<file path="src/rtl/hsvrgb_pkg.sv">
// Shared constants for the HSV to RGB converter: dimming curve, hue sectors,
// reciprocal constant. No dependencies.
package hsvrgb_pkg;

  localparam logic [8:0] HUE_WRAP = 9'd360;
  localparam logic [5:0] SECT_DEGREES = 6'd60;

  // 2185 / 32768 approximates 1/15, exact for dividends below 3826
  localparam logic [11:0] RECIP_15 = 12'd2185;

  // hue sectors of 60 degrees
  localparam logic [2:0] SECT_RED_GREEN_UP   = 3'd0;
  localparam logic [2:0] SECT_RED_DOWN       = 3'd1;
  localparam logic [2:0] SECT_BLUE_UP        = 3'd2;
  localparam logic [2:0] SECT_GREEN_DOWN     = 3'd3;
  localparam logic [2:0] SECT_RED_UP         = 3'd4;
  localparam logic [2:0] SECT_BLUE_DOWN      = 3'd5;
  localparam int unsigned NUM_SECTORS = 6;

  localparam logic [8:0] SECT_START [NUM_SECTORS] = '{
    9'd0, 9'd60, 9'd120, 9'd180, 9'd240, 9'd300
  };

  localparam logic [7:0] DIM_TABLE [256] = '{
    8'd0, 8'd1, 8'd1, 8'd2, 8'd2, 8'd2, 8'd2, 8'd2,
    8'd2, 8'd3, 8'd3, 8'd3, 8'd3, 8'd3, 8'd3, 8'd3,
    8'd3, 8'd3, 8'd3, 8'd3, 8'd3, 8'd3, 8'd3, 8'd4,
    8'd4, 8'd4, 8'd4, 8'd4, 8'd4, 8'd4, 8'd4, 8'd4,
    8'd4, 8'd4, 8'd4, 8'd5, 8'd5, 8'd5, 8'd5, 8'd5,
    8'd5, 8'd5, 8'd5, 8'd5, 8'd5, 8'd6, 8'd6, 8'd6,
    8'd6, 8'd6, 8'd6, 8'd6, 8'd6, 8'd7, 8'd7, 8'd7,
    8'd7, 8'd7, 8'd7, 8'd7, 8'd8, 8'd8, 8'd8, 8'd8,
    8'd8, 8'd8, 8'd9, 8'd9, 8'd9, 8'd9, 8'd9, 8'd9,
    8'd10, 8'd10, 8'd10, 8'd10, 8'd10, 8'd11, 8'd11, 8'd11,
    8'd11, 8'd11, 8'd12, 8'd12, 8'd12, 8'd12, 8'd12, 8'd13,
    8'd13, 8'd13, 8'd13, 8'd14, 8'd14, 8'd14, 8'd14, 8'd15,
    8'd15, 8'd15, 8'd16, 8'd16, 8'd16, 8'd16, 8'd17, 8'd17,
    8'd17, 8'd18, 8'd18, 8'd18, 8'd19, 8'd19, 8'd19, 8'd20,
    8'd20, 8'd20, 8'd21, 8'd21, 8'd22, 8'd22, 8'd22, 8'd23,
    8'd23, 8'd24, 8'd24, 8'd25, 8'd25, 8'd25, 8'd26, 8'd26,
    8'd27, 8'd27, 8'd28, 8'd28, 8'd29, 8'd29, 8'd30, 8'd30,
    8'd31, 8'd32, 8'd32, 8'd33, 8'd33, 8'd34, 8'd35, 8'd35,
    8'd36, 8'd36, 8'd37, 8'd38, 8'd38, 8'd39, 8'd40, 8'd40,
    8'd41, 8'd42, 8'd43, 8'd43, 8'd44, 8'd45, 8'd46, 8'd47,
    8'd48, 8'd48, 8'd49, 8'd50, 8'd51, 8'd52, 8'd53, 8'd54,
    8'd55, 8'd56, 8'd57, 8'd58, 8'd59, 8'd60, 8'd61, 8'd62,
    8'd63, 8'd64, 8'd65, 8'd66, 8'd68, 8'd69, 8'd70, 8'd71,
    8'd73, 8'd74, 8'd75, 8'd76, 8'd78, 8'd79, 8'd81, 8'd82,
    8'd83, 8'd85, 8'd86, 8'd88, 8'd90, 8'd91, 8'd93, 8'd94,
    8'd96, 8'd98, 8'd99, 8'd101, 8'd103, 8'd105, 8'd107, 8'd109,
    8'd110, 8'd112, 8'd114, 8'd116, 8'd118, 8'd121, 8'd123, 8'd125,
    8'd127, 8'd129, 8'd132, 8'd134, 8'd136, 8'd139, 8'd141, 8'd144,
    8'd146, 8'd149, 8'd151, 8'd154, 8'd157, 8'd159, 8'd162, 8'd165,
    8'd168, 8'd171, 8'd174, 8'd177, 8'd180, 8'd183, 8'd186, 8'd190,
    8'd193, 8'd196, 8'd200, 8'd203, 8'd207, 8'd211, 8'd214, 8'd218,
    8'd222, 8'd226, 8'd230, 8'd234, 8'd238, 8'd242, 8'd248, 8'd255
  };

endpackage

</file>
<file path="src/rtl/hsvrgb_div60.sv">
// Divide a ramp product (at most 255 * 60) by 60 with a reciprocal multiply.
// Uses RECIP_15 from hsvrgb_pkg.
module hsvrgb_div60 (
  input  logic [13:0] dividend,
  output logic [7:0]  quotient
);
  import hsvrgb_pkg::*;

  logic [11:0] quarter;
  logic [23:0] scaled;

  // x / 60 = (x / 4) / 15; the reciprocal is exact over the whole range
  assign quarter  = dividend[13:2];
  assign scaled   = 24'(quarter) * 24'(RECIP_15);
  assign quotient = scaled[22:15];

endmodule

</file>
<file path="src/rtl/hsv_to_rgb_dimmed.sv">
// HSV to RGB converter with perceptual dimming curve, five register stages.
// A request passes stages 1 to 4 and the output stage to out_*; stalls can hold it.
// Throughput: one request per cycle unless stalled; each stage moves on when the next has room.
// Reset (rst_n low, synchronous): all stage valid bits and out_valid clear.
// Depends on hsvrgb_pkg and hsvrgb_div60.
module hsv_to_rgb_dimmed (
  input  logic       clk,
  input  logic       rst_n,
  input  logic       in_valid,
  output logic       in_stall,
  input  logic [8:0] in_hue_degrees,
  input  logic [7:0] in_saturation,
  input  logic [7:0] in_brightness,
  output logic       out_valid,
  input  logic       out_stall,
  output logic [7:0] out_red,
  output logic [7:0] out_green,
  output logic [7:0] out_blue
);
  import hsvrgb_pkg::*;

  // stage ready chain
  logic rdy1, rdy2, rdy3, rdy4, rdy_out;

  // stage 1: wrapped hue, dimmed value and saturation
  logic       s1_valid_r;
  logic [8:0] s1_hue_r, s1_hue_nxt;
  logic [7:0] s1_val_r, s1_val_nxt;
  logic [7:0] s1_sat_r, s1_sat_nxt;

  // stage 2: floor level, sector and offset
  logic        s2_valid_r;
  logic [7:0]  s2_val_r;
  logic [7:0]  s2_floor_r, s2_floor_nxt;
  logic [2:0]  s2_sect_r, s2_sect_nxt;
  logic [5:0]  s2_off_r, s2_off_nxt;
  logic        s2_gray_r, s2_gray_nxt;
  logic [15:0] floor_prod;
  logic [8:0]  off_full;

  // stage 3: ramp products
  logic        s3_valid_r;
  logic [7:0]  s3_val_r, s3_floor_r;
  logic [2:0]  s3_sect_r;
  logic        s3_gray_r;
  logic [13:0] s3_up_prod_r, s3_up_prod_nxt;
  logic [13:0] s3_dn_prod_r, s3_dn_prod_nxt;
  logic [7:0]  span;

  // stage 4: ramp quotients
  logic       s4_valid_r;
  logic [7:0] s4_val_r, s4_floor_r;
  logic [2:0] s4_sect_r;
  logic       s4_gray_r;
  logic [7:0] s4_up_r, s4_up_nxt;
  logic [7:0] s4_dn_r, s4_dn_nxt;

  // output stage
  logic       out_valid_r;
  logic [7:0] red_r, red_nxt;
  logic [7:0] green_r, green_nxt;
  logic [7:0] blue_r, blue_nxt;
  logic [8:0] up_sum, dn_sum;
  logic [7:0] up_lvl, dn_lvl;

  assign rdy_out  = !out_valid_r || !out_stall;
  assign rdy4     = !s4_valid_r || rdy_out;
  assign rdy3     = !s3_valid_r || rdy4;
  assign rdy2     = !s2_valid_r || rdy3;
  assign rdy1     = !s1_valid_r || rdy2;
  assign in_stall = !rdy1;

  always_ff @(posedge clk) begin
    if (!rst_n) begin
      s1_valid_r  <= 1'b0;
      s2_valid_r  <= 1'b0;
      s3_valid_r  <= 1'b0;
      s4_valid_r  <= 1'b0;
      out_valid_r <= 1'b0;
    end else begin
      if (rdy1) s1_valid_r <= in_valid;
      if (rdy2) s2_valid_r <= s1_valid_r;
      if (rdy3) s3_valid_r <= s2_valid_r;
      if (rdy4) s4_valid_r <= s3_valid_r;
      if (rdy_out) out_valid_r <= s4_valid_r;
    end
  end

  // stage 1 logic
  always_comb begin
    s1_hue_nxt = (in_hue_degrees >= HUE_WRAP) ? (in_hue_degrees - HUE_WRAP) : in_hue_degrees;
    s1_val_nxt = DIM_TABLE[in_brightness];
    s1_sat_nxt = 8'hFF - DIM_TABLE[8'hFF - in_saturation];
  end

  // stage 2 logic
  always_comb begin
    floor_prod   = 16'(8'hFF - s1_sat_r) * 16'(s1_val_r);
    s2_floor_nxt = floor_prod[15:8];
    s2_gray_nxt  = (s1_sat_r == 8'd0);
    s2_sect_nxt  = SECT_RED_GREEN_UP;
    for (int k = 1; k < NUM_SECTORS; k++) begin
      if (s1_hue_r >= SECT_START[k]) s2_sect_nxt = 3'(k);
    end
    off_full   = s1_hue_r - SECT_START[s2_sect_nxt];
    s2_off_nxt = off_full[5:0];
  end

  // stage 3 logic
  always_comb begin
    span           = s2_val_r - s2_floor_r;
    s3_up_prod_nxt = 14'(span) * 14'(s2_off_r);
    s3_dn_prod_nxt = 14'(span) * 14'(SECT_DEGREES - s2_off_r);
  end

  // stage 4 logic
  hsvrgb_div60 u_div_up (
    .dividend (s3_up_prod_r),
    .quotient (s4_up_nxt)
  );

  hsvrgb_div60 u_div_dn (
    .dividend (s3_dn_prod_r),
    .quotient (s4_dn_nxt)
  );

  // output stage logic
  always_comb begin
    up_sum = 9'(s4_up_r) + 9'(s4_floor_r);
    dn_sum = 9'(s4_dn_r) + 9'(s4_floor_r);
    up_lvl = up_sum[7:0];
    dn_lvl = dn_sum[7:0];
    if (s4_gray_r) begin
      red_nxt   = s4_val_r;
      green_nxt = s4_val_r;
      blue_nxt  = s4_val_r;
    end else begin
      case (s4_sect_r)
        SECT_RED_GREEN_UP: begin
          red_nxt = s4_val_r;   green_nxt = up_lvl;     blue_nxt = s4_floor_r;
        end
        SECT_RED_DOWN: begin
          red_nxt = dn_lvl;     green_nxt = s4_val_r;   blue_nxt = s4_floor_r;
        end
        SECT_BLUE_UP: begin
          red_nxt = s4_floor_r; green_nxt = s4_val_r;   blue_nxt = up_lvl;
        end
        SECT_GREEN_DOWN: begin
          red_nxt = s4_floor_r; green_nxt = dn_lvl;     blue_nxt = s4_val_r;
        end
        SECT_RED_UP: begin
          red_nxt = up_lvl;     green_nxt = s4_floor_r; blue_nxt = s4_val_r;
        end
        default: begin
          red_nxt = s4_val_r;   green_nxt = s4_floor_r; blue_nxt = dn_lvl;
        end
      endcase
    end
  end

  // payload registers: hold while the next stage is full and stalled
  always_ff @(posedge clk) begin
    if (rdy1) begin
      s1_hue_r <= s1_hue_nxt;
      s1_val_r <= s1_val_nxt;
      s1_sat_r <= s1_sat_nxt;
    end
    if (rdy2) begin
      s2_val_r   <= s1_val_r;
      s2_floor_r <= s2_floor_nxt;
      s2_sect_r  <= s2_sect_nxt;
      s2_off_r   <= s2_off_nxt;
      s2_gray_r  <= s2_gray_nxt;
    end
    if (rdy3) begin
      s3_val_r     <= s2_val_r;
      s3_floor_r   <= s2_floor_r;
      s3_sect_r    <= s2_sect_r;
      s3_gray_r    <= s2_gray_r;
      s3_up_prod_r <= s3_up_prod_nxt;
      s3_dn_prod_r <= s3_dn_prod_nxt;
    end
    if (rdy4) begin
      s4_val_r   <= s3_val_r;
      s4_floor_r <= s3_floor_r;
      s4_sect_r  <= s3_sect_r;
      s4_gray_r  <= s3_gray_r;
      s4_up_r    <= s4_up_nxt;
      s4_dn_r    <= s4_dn_nxt;
    end
    if (rdy_out) begin
      red_r   <= red_nxt;
      green_r <= green_nxt;
      blue_r  <= blue_nxt;
    end
  end

  assign out_valid = out_valid_r;
  assign out_red   = red_r;
  assign out_green = green_r;
  assign out_blue  = blue_r;

endmodule

</file>
<file path="config.mk">
export PLATFORM = sky130hd
export DESIGN_NAME = hsv_to_rgb_dimmed
export DESIGN_NICKNAME = d
export VERILOG_FILES = /design/src/rtl/hsvrgb_pkg.sv /design/src/rtl/hsvrgb_div60.sv /design/src/rtl/hsv_to_rgb_dimmed.sv
export SDC_FILE = /design/constraint.sdc
export NUM_CORES = 1
export LEC_CHECK = 0
export BUFFER_PORTS_ARGS = -buffer_cell sky130_fd_sc_hd__buf_4
export CORE_AREA = 2 2 194 196
export CTS_CLUSTER_SIZE = 10
export DETAILED_ROUTE_END_ITERATION = 8
export DIE_AREA = 0 0 196 198
export PLACE_DENSITY = 0.66
export SYNTH_ARGS = -nofsm -noshare
export SYNTH_HDL_FRONTEND = slang
export SYNTH_HIERARCHICAL = 1
export SYNTH_SLANG_ARGS = --single-unit
</file>
<file path="constraint.sdc">
create_clock -name clk -period 9.4 [get_ports clk]
set_clock_uncertainty 0.1 [all_clocks]
set_input_delay 0 -clock clk [delete_from_list [all_inputs] [get_ports clk]]
set_output_delay 0 -clock clk [all_outputs]
set_load 0.01 [all_outputs]
</file>
==> out/results.txt <==
The logs give 9.47 ns for the data required time of the worst path and 0.929 for the routability congestion estimate from global placement. The ratio of cells with drive above 1 in the final layout works out to 6.49%. In this run the vertical extent of the chip is 198 um. Buffers placed on the I/O ports in this run total 54.

The tools report the number of nets in the synthesized netlist as 2299. The run gives 0 as the final count of pins violating max slew. The count of endpoints failing hold in the final timing report is 0, and the detailed-route wire length per cell is 16.9 um.

Across the run, the number of max-cap violations was 0. For the pin with the worst max-slew slack, the measured transition is 1.08 ns. For this design, the sink count on the clock tree is 160. After detailed routing, the number of remaining DRC violations is 0. The maximum buffer depth of the clock tree is 2. STA classifies the critical path endpoint as a flip-flop. The tree is rooted in a sky130_fd_sc_hd__clkbuf_16. The number of gates resized after CTS was 0. The number of antenna violations at the first check in global routing was 0; the multi-input gate area in the final layout was 12100 sq um. Entering global routing, the biggest net connects 56 pins. The total die area is 38800 sq um, and the yosys synthesis warning count is 6. The post-synthesis instance area was 18000 sq um. The area added between synthesis and finish came out at 8.30%.

The nature of the critical path startpoint is a flip-flop. In this run the worst path has a maximum fanout of 9. The number of vias per cell after detailed routing was 5.80. The run gives 3339 as the count of filler cells inserted in the layout. Of the available clock period, the critical path in the final layout requires 66.6%. The worst-skew pair later-pin latency is 0.44 ns, and the total track usage is 21.5%. The floorplan step set the die width to 196 um. The number of antenna cells inserted is 0, and the starting density of the core is 48.7%. Summing all flip-flop and latch instances after layout gives 4750 sq um.

Dividing the synthesized area by the synthesized cell count gives 9.46 sq um. Synthesis produced 1901 cells. The run gives 52.7% as the utilization after layout. TritonCTS built the clock tree. The path class of the tightest hold or removal check is input port to flip-flop. Quantity of hold-fixing buffers added after cts: 23. The placeable core region is 37000 sq um.

For the overall overflow remaining after global route, the log shows 0. Post-CTS timing repair inserted 0 buffers for setup. Based on the critical path, the design can be clocked at up to 160 MHz.

The starting DRC count in detailed routing is 866, and the number of buffers inserted during clock tree synthesis is 17. The vias after detailed routing was 13.9k; the final-stage net count was 2312. The logs give 3.14 ns for the post-placement setup slack and 40600 um for the routed wire length. The first global-routing pass estimated 67700 um of wire. The HPWL after detailed placement is 31000 um. Setup repair after global routing left no endpoint under its margin. The first detailed-routing pass ran for 5 iterations. The final setup violation count was 0.

In the post-route analysis, the smallest setup slack over all paths is 3.14 ns. Start-to-end type of the worst setup path: flip-flop to flip-flop. The clock input transition at the sequential cells of the worst setup and hold paths works out to 0.07 ns. The boundary pin count is 55. For the worst setup path, the data arrival time is 6.34 ns.

The final total negative setup slack was 0 ns; the final antenna-violating net count was 0. The run gives 13.8k as the via count of the first global-routing pass. The number of rows in the core area is 71, and the cell count after placement is 2346. The run gives 4 as the number of levels in the clock H-tree.

Subtracting the final worst setup slack from the clock period gives 6.26 ns. Once layout is complete, the cells apart from fillers number 2401. The worst pin sits at a relative slew slack of 27.5%.

The flow ran to the end, and the final reports show no timing, DRC or antenna violations.
[registers in the layout, summed over array words and instances (netlist names), 3 cells and up]
register / flops
s2_val_r: 8
s2_floor_r: 8
s2_sect_r: 3
s3_val_r: 8
out_blue: 8
s3_floor_r: 8
s4_dn_r: 8
out_green: 8
s4_floor_r: 8
s1_sat_r: 8
s3_dn_prod_r: 12
s1_hue_r: 9
s4_val_r: 8
s4_up_r: 8
out_red: 8
s3_up_prod_r: 12
s1_val_r: 8
s2_off_r: 6
s4_sect_r: 3
s3_sect_r: 3
[per-stage QoR]
stage	instance area (sq um)	hold slack, ns
6_report	19500	0.0342
5_1_grt	19500	0.0472
4_1_cts	19500	0.0154
3_5_place_dp	18700	0.0983
3_3_place_gp	18700	0.0961
2_1_floorplan	18000	-0.00113
[critical path, cell delays in order, from the launching register on]
cell	delay, ns
sky130_fd_sc_hd__edfxtp_1	0.38
sky130_fd_sc_hd__inv_1	0.07
sky130_fd_sc_hd__ha_1	0.17
sky130_fd_sc_hd__inv_1	0.06
sky130_fd_sc_hd__fa_1	0.40
sky130_fd_sc_hd__a21o_1	0.18
sky130_fd_sc_hd__a21oi_1	0.30
sky130_fd_sc_hd__o21bai_1	0.10
sky130_fd_sc_hd__a21oi_1	0.18
sky130_fd_sc_hd__xnor2_1	0.34
sky130_fd_sc_hd__and2_1	0.24
sky130_fd_sc_hd__fa_1	0.43
sky130_fd_sc_hd__fa_1	0.47
sky130_fd_sc_hd__fa_1	0.55
sky130_fd_sc_hd__inv_1	0.06
sky130_fd_sc_hd__fa_1	0.52
sky130_fd_sc_hd__inv_1	0.04
sky130_fd_sc_hd__ha_1	0.32
sky130_fd_sc_hd__o21ai_0	0.13
sky130_fd_sc_hd__o21bai_1	0.09
sky130_fd_sc_hd__a21oi_1	0.22
sky130_fd_sc_hd__o21ai_0	0.18
sky130_fd_sc_hd__a21o_1	0.20
sky130_fd_sc_hd__a21oi_1	0.16
sky130_fd_sc_hd__xnor2_1	0.10
[layout by cell type, fill, tap and decap left out, types with 6 or more instances in the layout]
| cell | instances |
|---|---|
| sky130_fd_sc_hd__ha_1 | 260 |
| sky130_fd_sc_hd__inv_1 | 205 |
| sky130_fd_sc_hd__edfxtp_1 | 155 |
| sky130_fd_sc_hd__nand2_1 | 144 |
| sky130_fd_sc_hd__nor2_1 | 126 |
| sky130_fd_sc_hd__a21oi_1 | 118 |
| sky130_fd_sc_hd__fa_1 | 109 |
| sky130_fd_sc_hd__o21ai_0 | 93 |
| sky130_fd_sc_hd__buf_4 | 58 |
| sky130_fd_sc_hd__nor2b_1 | 53 |
| sky130_fd_sc_hd__xnor2_1 | 52 |
| sky130_fd_sc_hd__nand2b_1 | 42 |
| sky130_fd_sc_hd__and2_1 | 36 |
| sky130_fd_sc_hd__xor2_1 | 35 |
| sky130_fd_sc_hd__nand3_1 | 29 |
| sky130_fd_sc_hd__o211ai_1 | 29 |
| sky130_fd_sc_hd__a211oi_1 | 28 |
| sky130_fd_sc_hd__a31oi_1 | 27 |
| sky130_fd_sc_hd__dlygate4sd3_1 | 23 |
| sky130_fd_sc_hd__a21o_1 | 21 |
| sky130_fd_sc_hd__o22ai_1 | 18 |
| sky130_fd_sc_hd__o21a_1 | 17 |
| sky130_fd_sc_hd__nor3_1 | 17 |
| sky130_fd_sc_hd__clkbuf_16 | 17 |
| sky130_fd_sc_hd__mux2i_1 | 16 |
| sky130_fd_sc_hd__and3_1 | 13 |
| sky130_fd_sc_hd__a221oi_1 | 12 |
| sky130_fd_sc_hd__o2111ai_1 | 10 |
| sky130_fd_sc_hd__nand4_1 | 9 |
| sky130_fd_sc_hd__mux4_2 | 9 |
| sky130_fd_sc_hd__o21bai_1 | 8 |
| sky130_fd_sc_hd__a22oi_1 | 7 |
| sky130_fd_sc_hd__o221ai_1 | 7 |
| sky130_fd_sc_hd__a311oi_1 | 7 |
| sky130_fd_sc_hd__o31ai_1 | 6 |
| sky130_fd_sc_hd__a211o_1 | 6 |
[worst paths after layout]
path	cells after the start	slack (ns)	from	end
worst max register to register	24	3.14	s2_val_r[0]	s3_dn_prod_r[13]
worst max-delay path	24	3.14	s2_val_r[0]	s3_dn_prod_r[13]
worst min register to register	0	0.32	s1_hue_r[0]	s2_off_r[0]
worst min-delay path	3	0.03	in_saturation[5]	s1_sat_r[7]
[metal layers]
| layer | global-route usage [%] | up-vias | routed length, um |
|---|---|---|---|
| met2 | 36.7 | 408 | 19700 |
| met3 | 2.74 | 72 | 1860 |
| met5 | 0 | - | 0 |
| met4 | 7.88 | 0 | 1020 |
| li1 | - | 6774 | - |
| met1 | 28.1 | 6679 | 17900 |
[final cells by class]
type / count / area share (%)
timing repair buffer: 81 / 3.42
tap: 474 / 3.04
multi-input combinational: 1445 / 62.1
clock inverter: 14 / 0.777
clock buffer: 18 / 2.20
sequential: 160 / 24.4
inverter: 209 / 4.03
Power is not shown: default switching activity piles up to over one toggle a cycle in this logic, so the estimate is an artifact.
